[src/hdl/btre_pkg.sv]
`timescale 1ns / 1ps
`default_nettype none
// ----------------------------------------------------------------------------
// btre_pkg
// Shared types and codes of the TFTP boot image receive engine.
// ----------------------------------------------------------------------------
package btre_pkg;

  // Input item kinds
  typedef enum logic [1:0] {
    KIND_START   = 2'd0,
    KIND_TIMEOUT = 2'd1,
    KIND_HEADER  = 2'd2,
    KIND_BYTE    = 2'd3
  } kind_t;

  // Result actions
  typedef enum logic [1:0] {
    ACT_ANNOUNCE = 2'd0,
    ACT_ACK      = 2'd1,
    ACT_WRITE    = 2'd2
  } action_t;

  // Transfer status carried in results
  typedef enum logic [1:0] {
    ST_BUSY = 2'd0,
    ST_OK   = 2'd1,
    ST_FAIL = 2'd2
  } status_t;

  // Transfer phase
  typedef enum logic [1:0] {
    PH_ANNOUNCE = 2'd0,
    PH_RECEIVE  = 2'd1,
    PH_DONE     = 2'd2
  } phase_t;

  // Configuration register indexes
  typedef enum logic [1:0] {
    CFG_CHECKSUM_ENABLE = 2'd0,
    CFG_MAX_BYTES       = 2'd1,
    CFG_MIN_BYTES       = 2'd2,
    CFG_LOAD_BASE       = 2'd3
  } cfg_index_t;

  localparam int          SIZE_W      = 26;
  localparam int          RETRY_W     = 3;
  localparam int          LEN_W       = 11;
  localparam logic [15:0] OP_WRQ      = 16'd2;
  localparam logic [15:0] OP_DATA     = 16'd3;
  localparam logic [16:0] ADLER_MOD   = 17'd65521;
  localparam logic [2:0]  TIMER_REQ   = 3'd5;
  localparam logic [2:0]  TIMER_RETRY = 3'd2;
  localparam logic [2:0]  TIMER_NONE  = 3'd0;
  localparam logic [10:0] WRQ_MIN_LEN = 11'd6;
  localparam logic [10:0] HDR_LEN     = 11'd4;
  localparam logic [SIZE_W-1:0] MAX_BYTES_RESET = 26'd33554432;

  // One input item
  typedef struct packed {
    kind_t             kind;
    logic [15:0]       dest_port;
    logic [15:0]       src_port;
    logic [15:0]       opcode;
    logic [15:0]       block_number;
    logic [LEN_W-1:0]  packet_len;
    logic              name_terminated;
    logic [7:0]        payload_byte;
  } item_t;

  // One result item
  typedef struct packed {
    action_t           action;
    logic [15:0]       reply_port;
    logic [15:0]       ack_block;
    logic [2:0]        timer_seconds;
    logic [31:0]       write_address;
    logic [7:0]        write_byte;
    status_t           transfer_status;
    logic [SIZE_W-1:0] byte_total;
    logic [31:0]       running_checksum;
  } result_t;

  // Configuration register contents
  typedef struct packed {
    logic              checksum_enable;
    logic [SIZE_W-1:0] max_bytes;
    logic [SIZE_W-1:0] min_bytes;
    logic [31:0]       load_base;
  } cfg_t;

endpackage
`default_nettype wire

[src/hdl/bootme_tftp_receive_engine.sv]
`timescale 1ns / 1ps
`default_nettype none
// ----------------------------------------------------------------------------
// bootme_tftp_receive_engine
// TFTP write receiver for boot images: announce with retries, block
// sequencing, size limits, memory writes and an optional running Adler checksum (modulus 65521, halves start at zero).
// ----------------------------------------------------------------------------
//  Channel  Direction  Transaction                     Payload
//  s_*      in         start/timeout/header/byte item  tuser kind, tdata fields
//  m_*      out        announce/ack/memory write       tuser action, tdata fields
//  cfg_*    in         register write                  cfg_index, cfg_data
//
//  One item per cycle while the result register is not stalled; a result is offered after its item
//  is accepted and has passed the input register, then the result register.
//  Items that cause no result still pass through the input register.
//  The input side stalls only while the result register is full and not taken.
//  Synchronous reset clears the transfer state and loads register defaults.
// ----------------------------------------------------------------------------
module bootme_tftp_receive_engine
  import btre_pkg::*;
#(
  parameter int BLOCK_BYTES  = 512,
  parameter int MAX_RETRIES  = 4,
  parameter int SERVICE_PORT = 980
) (
  input  wire logic         clk,
  input  wire logic         rst,
  input  wire logic         s_tvalid,
  output logic              s_tready,
  // [1:0] kind
  input  wire logic [1:0]   s_tuser,
  // [15:0] dest_port, [31:16] src_port, [47:32] opcode, [63:48] block_number,
  // [74:64] packet_len, [75] name_terminated, [83:76] payload_byte, [87:84] zero
  input  wire logic [87:0]  s_tdata,
  output logic              m_tvalid,
  input  wire logic         m_tready,
  // [1:0] action
  output logic [1:0]        m_tuser,
  // [15:0] reply_port, [31:16] ack_block, [34:32] timer_seconds,
  // [66:35] write_address, [74:67] write_byte, [76:75] transfer_status,
  // [102:77] byte_total, [134:103] running_checksum, [135] zero
  output logic [135:0]      m_tdata,
  input  wire logic         cfg_valid,
  output logic              cfg_ready,
  input  wire logic [1:0]   cfg_index,
  input  wire logic [31:0]  cfg_data
);

  item_t   in_item;
  item_t   held_item;
  logic    held_valid;
  logic    take;
  logic    out_free;
  logic    res_valid;
  result_t res;
  result_t out_res;
  cfg_t    cfg;

  // Unpack the input transaction
  always_comb begin
    in_item.kind            = kind_t'(s_tuser);
    in_item.dest_port       = s_tdata[15:0];
    in_item.src_port        = s_tdata[31:16];
    in_item.opcode          = s_tdata[47:32];
    in_item.block_number    = s_tdata[63:48];
    in_item.packet_len      = s_tdata[74:64];
    in_item.name_terminated = s_tdata[75];
    in_item.payload_byte    = s_tdata[83:76];
  end

  // Configuration registers, always ready
  assign cfg_ready = 1'b1;

  always_ff @(posedge clk) begin
    if (rst) begin
      cfg.checksum_enable <= 1'b0;
      cfg.max_bytes       <= MAX_BYTES_RESET;
      cfg.min_bytes       <= '0;
      cfg.load_base       <= '0;
    end else if (cfg_valid && cfg_ready) begin
      case (cfg_index_t'(cfg_index))
        CFG_CHECKSUM_ENABLE: cfg.checksum_enable <= cfg_data[0];
        CFG_MAX_BYTES:       cfg.max_bytes       <= cfg_data[SIZE_W-1:0];
        CFG_MIN_BYTES:       cfg.min_bytes       <= cfg_data[SIZE_W-1:0];
        CFG_LOAD_BASE:       cfg.load_base       <= cfg_data;
        default:             cfg.load_base       <= cfg.load_base;
      endcase
    end
  end

  // Core takes the held item whenever the result register has room
  assign take = held_valid && out_free;

  btre_in_stage u_in (
    .clk        (clk),
    .rst        (rst),
    .in_valid   (s_tvalid),
    .in_ready   (s_tready),
    .in_item    (in_item),
    .take       (take),
    .held_valid (held_valid),
    .held_item  (held_item)
  );

  btre_core #(
    .BLOCK_BYTES  (BLOCK_BYTES),
    .MAX_RETRIES  (MAX_RETRIES),
    .SERVICE_PORT (SERVICE_PORT)
  ) u_core (
    .clk       (clk),
    .rst       (rst),
    .cfg       (cfg),
    .take      (take),
    .item      (held_item),
    .res_valid (res_valid),
    .res       (res)
  );

  btre_out_stage u_out (
    .clk       (clk),
    .rst       (rst),
    .load      (take && res_valid),
    .load_res  (res),
    .free      (out_free),
    .out_valid (m_tvalid),
    .out_ready (m_tready),
    .out_res   (out_res)
  );

  // Pack the output transaction
  assign m_tuser = out_res.action;
  assign m_tdata = {1'b0,
                    out_res.running_checksum,
                    out_res.byte_total,
                    out_res.transfer_status,
                    out_res.write_byte,
                    out_res.write_address,
                    out_res.timer_seconds,
                    out_res.ack_block,
                    out_res.reply_port};

endmodule
`default_nettype wire

[src/hdl/btre_in_stage.sv]
`timescale 1ns / 1ps
`default_nettype none
// ----------------------------------------------------------------------------
// btre_in_stage
// Input register: holds one accepted item until the core takes it.
// ----------------------------------------------------------------------------
module btre_in_stage
  import btre_pkg::*;
(
  input  wire logic  clk,
  input  wire logic  rst,
  input  wire logic  in_valid,
  output logic       in_ready,
  input  wire item_t in_item,
  input  wire logic  take,
  output logic       held_valid,
  output item_t      held_item
);

  // Free when empty or when the held item leaves this cycle
  assign in_ready = !held_valid || take;

  // Track occupancy
  always_ff @(posedge clk) begin
    if (rst) begin
      held_valid <= 1'b0;
    end else if (in_valid && in_ready) begin
      held_valid <= 1'b1;
    end else if (take) begin
      held_valid <= 1'b0;
    end
  end

  // Capture payload on each accepted transaction
  always_ff @(posedge clk) begin
    if (in_valid && in_ready) begin
      held_item <= in_item;
    end
  end

endmodule
`default_nettype wire

[src/hdl/btre_core.sv]
`timescale 1ns / 1ps
`default_nettype none
// ----------------------------------------------------------------------------
// btre_core
// Transfer state and the single-pass decision logic for one item.
// ----------------------------------------------------------------------------
module btre_core
  import btre_pkg::*;
#(
  parameter int BLOCK_BYTES  = 512,
  parameter int MAX_RETRIES  = 4,
  parameter int SERVICE_PORT = 980
) (
  input  wire logic  clk,
  input  wire logic  rst,
  input  wire cfg_t  cfg,
  input  wire logic  take,
  input  wire item_t item,
  output logic       res_valid,
  output result_t    res
);

  // Block offset register width and the width used for end-of-data math
  localparam int OFFS_W = 16 + $clog2(BLOCK_BYTES);
  localparam int EW     = (OFFS_W + 1 > SIZE_W + 1) ? OFFS_W + 1 : SIZE_W + 1;

  phase_t             phase, phase_next;
  logic [RETRY_W-1:0] retry_count, retry_count_next;
  logic [15:0]        last_acked_block, last_acked_block_next;
  logic [LEN_W-1:0]   bytes_pending, bytes_pending_next;
  logic [SIZE_W-1:0]  write_offset, write_offset_next;
  logic [15:0]        adler_low, adler_low_next;
  logic [15:0]        adler_high, adler_high_next;
  // Offset of the next expected block: last_acked_block * BLOCK_BYTES
  logic [OFFS_W-1:0]  block_offset, block_offset_next;

  logic [16:0]        low_sum, high_sum;
  logic [15:0]        low_mod, high_mod;
  logic [LEN_W-1:0]   payload_len;
  logic [EW-1:0]      data_end;
  logic               seq_ok, size_fail;

  // Adler-32 step: one conditional subtract each, sums stay below twice the modulus
  always_comb begin
    low_sum  = {1'b0, adler_low} + {9'd0, item.payload_byte};
    low_mod  = (low_sum >= ADLER_MOD) ? 16'(low_sum - ADLER_MOD) : low_sum[15:0];
    high_sum = {1'b0, adler_high} + {1'b0, low_mod};
    high_mod = (high_sum >= ADLER_MOD) ? 16'(high_sum - ADLER_MOD) : high_sum[15:0];
  end

  // Data block checks
  always_comb begin
    payload_len = item.packet_len - HDR_LEN;
    data_end    = EW'(block_offset) + EW'(payload_len);
    seq_ok      = (item.opcode == OP_DATA) && (last_acked_block != 16'hFFFF) &&
                  (item.block_number == 16'(last_acked_block + 16'd1));
    size_fail   = (item.packet_len < HDR_LEN) || (data_end > EW'(cfg.max_bytes));
  end

  // Next state and result
  always_comb begin
    phase_next            = phase;
    retry_count_next      = retry_count;
    last_acked_block_next = last_acked_block;
    bytes_pending_next    = bytes_pending;
    write_offset_next     = write_offset;
    adler_low_next        = adler_low;
    adler_high_next       = adler_high;
    block_offset_next     = block_offset;
    res_valid             = 1'b0;
    res                   = '0;

    case (item.kind)
      KIND_START: begin
        phase_next            = PH_ANNOUNCE;
        retry_count_next      = '0;
        last_acked_block_next = '0;
        bytes_pending_next    = '0;
        write_offset_next     = '0;
        adler_low_next        = '0;
        adler_high_next       = '0;
        block_offset_next     = '0;
        res_valid             = 1'b1;
        res.action            = ACT_ANNOUNCE;
        res.timer_seconds     = TIMER_RETRY;
      end
      KIND_TIMEOUT: begin
        if (phase == PH_ANNOUNCE) begin
          retry_count_next = retry_count + RETRY_W'(1);
          res_valid        = 1'b1;
          res.action       = ACT_ANNOUNCE;
          if (retry_count_next >= RETRY_W'(MAX_RETRIES)) begin
            phase_next          = PH_DONE;
            res.transfer_status = ST_FAIL;
            res.timer_seconds   = TIMER_NONE;
          end else begin
            res.timer_seconds = TIMER_RETRY;
          end
        end else if (phase == PH_RECEIVE) begin
          phase_next          = PH_DONE;
          res_valid           = 1'b1;
          res.action          = ACT_ANNOUNCE;
          res.transfer_status = ST_FAIL;
          res.byte_total      = write_offset;
        end
      end
      KIND_BYTE: begin
        if (bytes_pending != '0) begin
          if (cfg.checksum_enable) begin
            adler_low_next  = low_mod;
            adler_high_next = high_mod;
          end
          write_offset_next  = write_offset + SIZE_W'(1);
          bytes_pending_next = bytes_pending - LEN_W'(1);
          res_valid          = 1'b1;
          res.action         = ACT_WRITE;
          res.write_address  = cfg.load_base + 32'(write_offset);
          res.write_byte     = item.payload_byte;
          res.byte_total     = write_offset_next;
        end
      end
      KIND_HEADER: begin
        if (item.dest_port == 16'(SERVICE_PORT)) begin
          if (phase == PH_ANNOUNCE) begin
            // Accept a usable write request
            if ((item.packet_len >= WRQ_MIN_LEN) && (item.opcode == OP_WRQ) &&
                item.name_terminated) begin
              phase_next            = PH_RECEIVE;
              last_acked_block_next = '0;
              bytes_pending_next    = '0;
              block_offset_next     = '0;
              res_valid             = 1'b1;
              res.action            = ACT_ACK;
              res.reply_port        = item.src_port;
              res.timer_seconds     = TIMER_REQ;
              res.byte_total        = write_offset;
            end
          end else if (phase == PH_RECEIVE) begin
            // Drop any bytes still pending from the previous block
            bytes_pending_next = '0;
            res_valid          = 1'b1;
            res.action         = ACT_ACK;
            res.reply_port     = item.src_port;
            if (seq_ok && size_fail) begin
              phase_next          = PH_DONE;
              res.ack_block       = last_acked_block;
              res.transfer_status = ST_FAIL;
              res.byte_total      = write_offset;
            end else if (seq_ok) begin
              last_acked_block_next = item.block_number;
              write_offset_next     = SIZE_W'(block_offset);
              bytes_pending_next    = payload_len;
              block_offset_next     = block_offset + OFFS_W'(BLOCK_BYTES);
              res.ack_block         = item.block_number;
              res.byte_total        = data_end[SIZE_W-1:0];
              if (payload_len < LEN_W'(BLOCK_BYTES)) begin
                // Short block ends the transfer
                phase_next          = PH_DONE;
                res.transfer_status = (data_end >= EW'(cfg.min_bytes)) ? ST_OK : ST_FAIL;
              end else begin
                res.timer_seconds = TIMER_RETRY;
              end
            end else begin
              // Repeat the last ack
              res.ack_block     = last_acked_block;
              res.timer_seconds = TIMER_RETRY;
              res.byte_total    = write_offset;
            end
          end
        end
      end
      default: begin
        res_valid = 1'b0;
      end
    endcase

    res.running_checksum = {adler_high_next, adler_low_next};
  end

  // State registers, advance only when the item is taken
  always_ff @(posedge clk) begin
    if (rst) begin
      phase            <= PH_ANNOUNCE;
      retry_count      <= '0;
      last_acked_block <= '0;
      bytes_pending    <= '0;
      write_offset     <= '0;
      adler_low        <= '0;
      adler_high       <= '0;
      block_offset     <= '0;
    end else if (take) begin
      phase            <= phase_next;
      retry_count      <= retry_count_next;
      last_acked_block <= last_acked_block_next;
      bytes_pending    <= bytes_pending_next;
      write_offset     <= write_offset_next;
      adler_low        <= adler_low_next;
      adler_high       <= adler_high_next;
      block_offset     <= block_offset_next;
    end
  end

`ifndef SYNTHESIS
  // A start item leaves a clean announcing state
  assert property (@(posedge clk) disable iff (rst)
    (take && item.kind == KIND_START) |=>
      (phase == PH_ANNOUNCE && bytes_pending == '0 && write_offset == '0 &&
       retry_count == '0))
    else $error("start did not clear transfer state");

  // Retry counter never passes the limit
  assert property (@(posedge clk) disable iff (rst)
    retry_count <= RETRY_W'(MAX_RETRIES))
    else $error("retry count above limit");

  // Memory writes only come from pending payload bytes
  assert property (@(posedge clk) disable iff (rst)
    (take && res_valid && res.action == ACT_WRITE) |-> (bytes_pending != '0))
    else $error("memory write with no bytes pending");

  // A finished transfer ignores timeouts
  assert property (@(posedge clk) disable iff (rst)
    (item.kind == KIND_TIMEOUT && phase == PH_DONE) |-> !res_valid)
    else $error("result from timeout after completion");

  // Adler halves stay reduced
  assert property (@(posedge clk) disable iff (rst)
    (adler_low < 16'(ADLER_MOD)) && (adler_high < 16'(ADLER_MOD)))
    else $error("checksum half not reduced");
`endif

endmodule
`default_nettype wire

[src/hdl/btre_out_stage.sv]
`timescale 1ns / 1ps
`default_nettype none
// ----------------------------------------------------------------------------
// btre_out_stage
// Result register: holds one result until the downstream transaction.
// ----------------------------------------------------------------------------
module btre_out_stage
  import btre_pkg::*;
(
  input  wire logic    clk,
  input  wire logic    rst,
  input  wire logic    load,
  input  wire result_t load_res,
  output logic         free,
  output logic         out_valid,
  input  wire logic    out_ready,
  output result_t      out_res
);

  // Room when empty or when the held result leaves this cycle
  assign free = !out_valid || out_ready;

  // Track occupancy
  always_ff @(posedge clk) begin
    if (rst) begin
      out_valid <= 1'b0;
    end else if (load) begin
      out_valid <= 1'b1;
    end else if (out_ready) begin
      out_valid <= 1'b0;
    end
  end

  // Capture a new result
  always_ff @(posedge clk) begin
    if (load) begin
      out_res <= load_res;
    end
  end

endmodule
`default_nettype wire
[config.mk]
export PLATFORM = sky130hd
export DESIGN_NAME = bootme_tftp_receive_engine
export DESIGN_NICKNAME = d
export VERILOG_FILES = /design/src/hdl/btre_pkg.sv /design/src/hdl/bootme_tftp_receive_engine.sv /design/src/hdl/btre_in_stage.sv /design/src/hdl/btre_core.sv /design/src/hdl/btre_out_stage.sv
export SDC_FILE = /design/constraint.sdc
export NUM_CORES = 1
export LEC_CHECK = 0
export ABC_AREA = 1
export CAP_MARGIN = 15
export CORE_ASPECT_RATIO = 0.9
export CORE_MARGIN = 2
export CORE_UTILIZATION = 55
export CTS_CLUSTER_DIAMETER = 200
export DETAILED_ROUTE_END_ITERATION = 12
export DONT_BUFFER_PORTS = 1
export PLACE_DENSITY_LB_ADDON = 0.15
export SLEW_MARGIN = 20
export SYNTH_ARGS = -nofsm -noshare
export SYNTH_HDL_FRONTEND = slang
export SYNTH_HIERARCHICAL = 1
export SYNTH_SLANG_ARGS = --single-unit
export TNS_END_PERCENT = 100
[constraint.sdc]
create_clock -name clk -period 9.9 [get_ports clk]
set_input_delay 0.495 -clock clk [delete_from_list [all_inputs] [get_ports clk]]
set_output_delay 0.495 -clock clk [all_outputs]
set_load 0.05 [all_outputs]
==> impl_results.md <==
* Status: completed
* Startpoint Class: flip-flop
* Post-synth top flop: edfxtp_1
* Synth area leader: edfxtp_1
* Grt total ovfl at 0
* GRT Total Usage at between 30% and 40%
* Die ar. at approximately 48000 um2
* Final WS setup at approximately 3 ns
* Drt via density at about 5.6
* Largest family of logic cells by synthesized area: simple AND/OR/NAND/NOR gates
* Setup TNS Final at 0 ns
* Distinct cell type count after synthesis at between 60 and 70
* Global-route track usage on met3 at about 5.8%
* Initial antenna violation count at 0
* CP max stage delay at slightly below 0.7 ns
* LEAKAGE at between 10 and 15 nW
* DRC viols at 0
* Synth Area in Simple Gates at about 29%
* Worst-path fanout max at 40
* First drt pass iteration count at 6
* Avg Cell Area, Syn at just over 7 um2
* Drt total wl at slightly below 80000 um
* CTS Buf Count at 45
* Period utilisation layout at 70.1%
* HPWL after DPL at 55600 um
* CTS clk-pin slew, worst paths at around 0.06 ns
* Fill cells at approximately 4100
* Most common cell after layout, fill and taps aside: nand2_1
* GR peak layer: met2
* Seq cells post-synth at 416
* Power per cell area at 157 nW/um2
* Port bufs at 0
* ANT nets after route at 0
* Hold Vio Cnt, Final at 0
* Mapped Cells at around 3600
* Die X at 231 um
* Worst Hold Class: in2reg
* Top area cells in the synthesized netlist: edfxtp_1, dfxtp_1, nand2_1, inv_1, nor2_1
* Worst-skew pair later-pin latency at approximately 0.6 ns
* Top-area cell type share of the netlist area at between 20% and 30%
* Placeable Area at 45600 um2
* Clock Sinks at between 400 and 500
* Die Height at approximately 210 um
* Mux cell area share after synthesis at 0%
* Mapped Nets at ~3800
* Max_cap viols at 0
* Final Skew at around 0.022 ns
* Ports at 270
* Clk root buf: clkbuf_16
* Met2 Track Usage GR at 50.0%
* CP required at slightly above 10 ns
* Initial drt markers at ~2400
* Crit path kind: reg2reg
* Sequential-to-total area share from yosys stat at about two fifths
* CP arrival at 7.44 ns
* Max IR drop VDD at about 0.0002 V
* Post-cts repair resize count at 0
* Vias at about 24000
* Area Overhead vs Synth at 10.8%
* Row count at 74
* Post-synth EDFFs at 223
* H-tree lvl count at 2
* Final GP Congestion at 0.957
* Pin count of the biggest net entering global routing at 86
* Synthesized area at around 26000 um2
* Complex-gate fraction of the synthesized area at around a tenth
* Worst R2R Path Depth at 28
* Slew @ Worst Pin at approximately 1.2 ns
* Worst setup EP type: flip-flop
* DP Worst Slack at between 3 and 4 ns
* Clock tree buffer depth at 3
* M1 GR Usage at approximately 44%
* Slew headroom at between 20 and 25%
* Starting Density at 56.0%
* Post-synth ARST share at 0%
* Final setup violation count at 0
* CTS tree: yes
* Minimum clock period at between 6 and 7 ns
* Slowest CP cell: nand2_1
* Nets at approximately 3900
* Commonest non-fill, non-tap cells in the layout: nand2_1, inv_1, nor2_1
* Fmax at approximately 140 MHz
* YS warnings at 6
* Synth Area in XOR/XNOR at 2.04%
* First-pass GRT wire length at between 100000 and 150000 um
* Final slew viol count at 0
* Number of global-route vias before repair at between 20000 and 25000
* Synth Area in Adders at under 10%
* Worst Hold Slack at 0.0376 ns
* Routed len/inst at 18.3 um
* Share of cells above drive strength 1 at just over 4%
* Worst hold path depth at 2
* RSZ-0062 raised after global routing: false
## state kept, by name (all words and copies together) (netlist names), 3 cells and up
register                 count
u_core/write_offset         26
u_core/adler_high           16
u_core/bytes_pending        11
u_core/block_offset         16
u_in/held_item              86
cfg                         85
u_core/last_acked_block     16
u_core/retry_count           3
u_out/out_res              137
u_core/adler_low            16
## power breakdown
part           internal, W  switching, W
clock             0.000970      0.000743
combinational     0.000221      0.000480
sequential         0.00191      0.000136
total              0.00310       0.00136
## synthesized netlist by cell type (3+ instances only)
library cell  instances
inv_2                 5
a21boi_0              3
o22ai_1              24
nor4_1               12
buf_6                 7
o221ai_1              3
and2_1                4
xnor2_1               9
fa_1                  3
dfxtp_1             193
xor2_1               46
a21oi_1             231
o211ai_1             22
a211oi_1              3
nand3b_1              4
inv_1               557
nand2_2               8
o21ai_1              24
nand3_1             200
o21bai_1             10
nor2_1              484
buf_2                37
nand3_2               5
clkinv_1              5
buf_4                 5
nor2_2                8
nand4_1              73
ha_1                122
nor3_1               54
buf_1                 8
or2_2                 7
a31oi_1               9
a221oi_1              3
o21ai_0             137
nand2_1             911
and3_1                4
clkbuf_1             63
edfxtp_1            223
nor2_4                3
o21a_1                7
## final cells by class
cell class	count	area (um2)	share of cell area [%]
sequential	416	10600	37.3
multi-input combinational	2463	12400	43.6
clock buffer	54	1190	4.20
tap	608	761	2.68
inverter	568	2140	7.55
antenna	1	2.50	0.00883
clock inverter	29	282	0.994
timing repair buffer	108	1050	3.71
## final timing paths
check	start	endpoint	slack [ns]
min reg2reg	u_core/retry_count[2]$_SDFFE_PP0P_	u_core/retry_count[2]$_SDFFE_PP0P_	0.48
max reg2reg	u_in/held_item[11]$_DFFE_PP_	u_core/write_offset[4]$_SDFFE_PP0P_	2.96
max	u_in/held_item[11]$_DFFE_PP_	u_core/write_offset[4]$_SDFFE_PP0P_	2.96
min	cfg_data[20]	cfg[52]$_SDFFE_PP0P_	0.04
## stage by stage
step                      total power (W)  utilization, %  instances  area, um2
after floorplan                   0.00256               -       3567      25600
after global placement            0.00271            56.9       4075      26000
after detailed placement          0.00273            56.9       4075      26000
after CTS                         0.00446            62.0       4245      28300
after global routing              0.00464            62.1       4246      28300
final                             0.00446            62.1       4247      28300
## per-layer routing
| metal | wire, um | share of wire [%] |
|---|---|---|
| met1 | 33400 | 43 |
| met2 | 34600 | 45 |
| met3 | 6860 | 8.8 |
| met4 | 2830 | 3.6 |
| met5 | 0 | 0 |
## cells by family (layout without fill, tap and decap cells)
logic type,Yosys count,after routing
AND/OR/NAND/NOR,1790,1790
flip-flops,416,416
buffers and inverters,688,759
AO/OA/AOI/OAI,489,489
other,2,3
XOR/XNOR,57,57
adder cells (fa/ha/maj),125,125
## what timing repair did
action                                  4_1_cts  5_1_grt
hold buffers                                 87        0
endpoints found under the hold margin       117        0
setup buffers                                 0        0
endpoints found under the setup margin        0        0
## critical path, delay by kind of cell, from the launching register on
family                     cells  cell delay, ns
AOI/OAI and AO/OA              5            0.98
xor gates and xnor gates       1            0.30
adders and majority gates      3            0.81
buffers and inverters          6            1.44
DFF                            1            0.47
and+or+nand+nor               13            2.79
No activity file was read; power rests on OpenSTA's default activity.
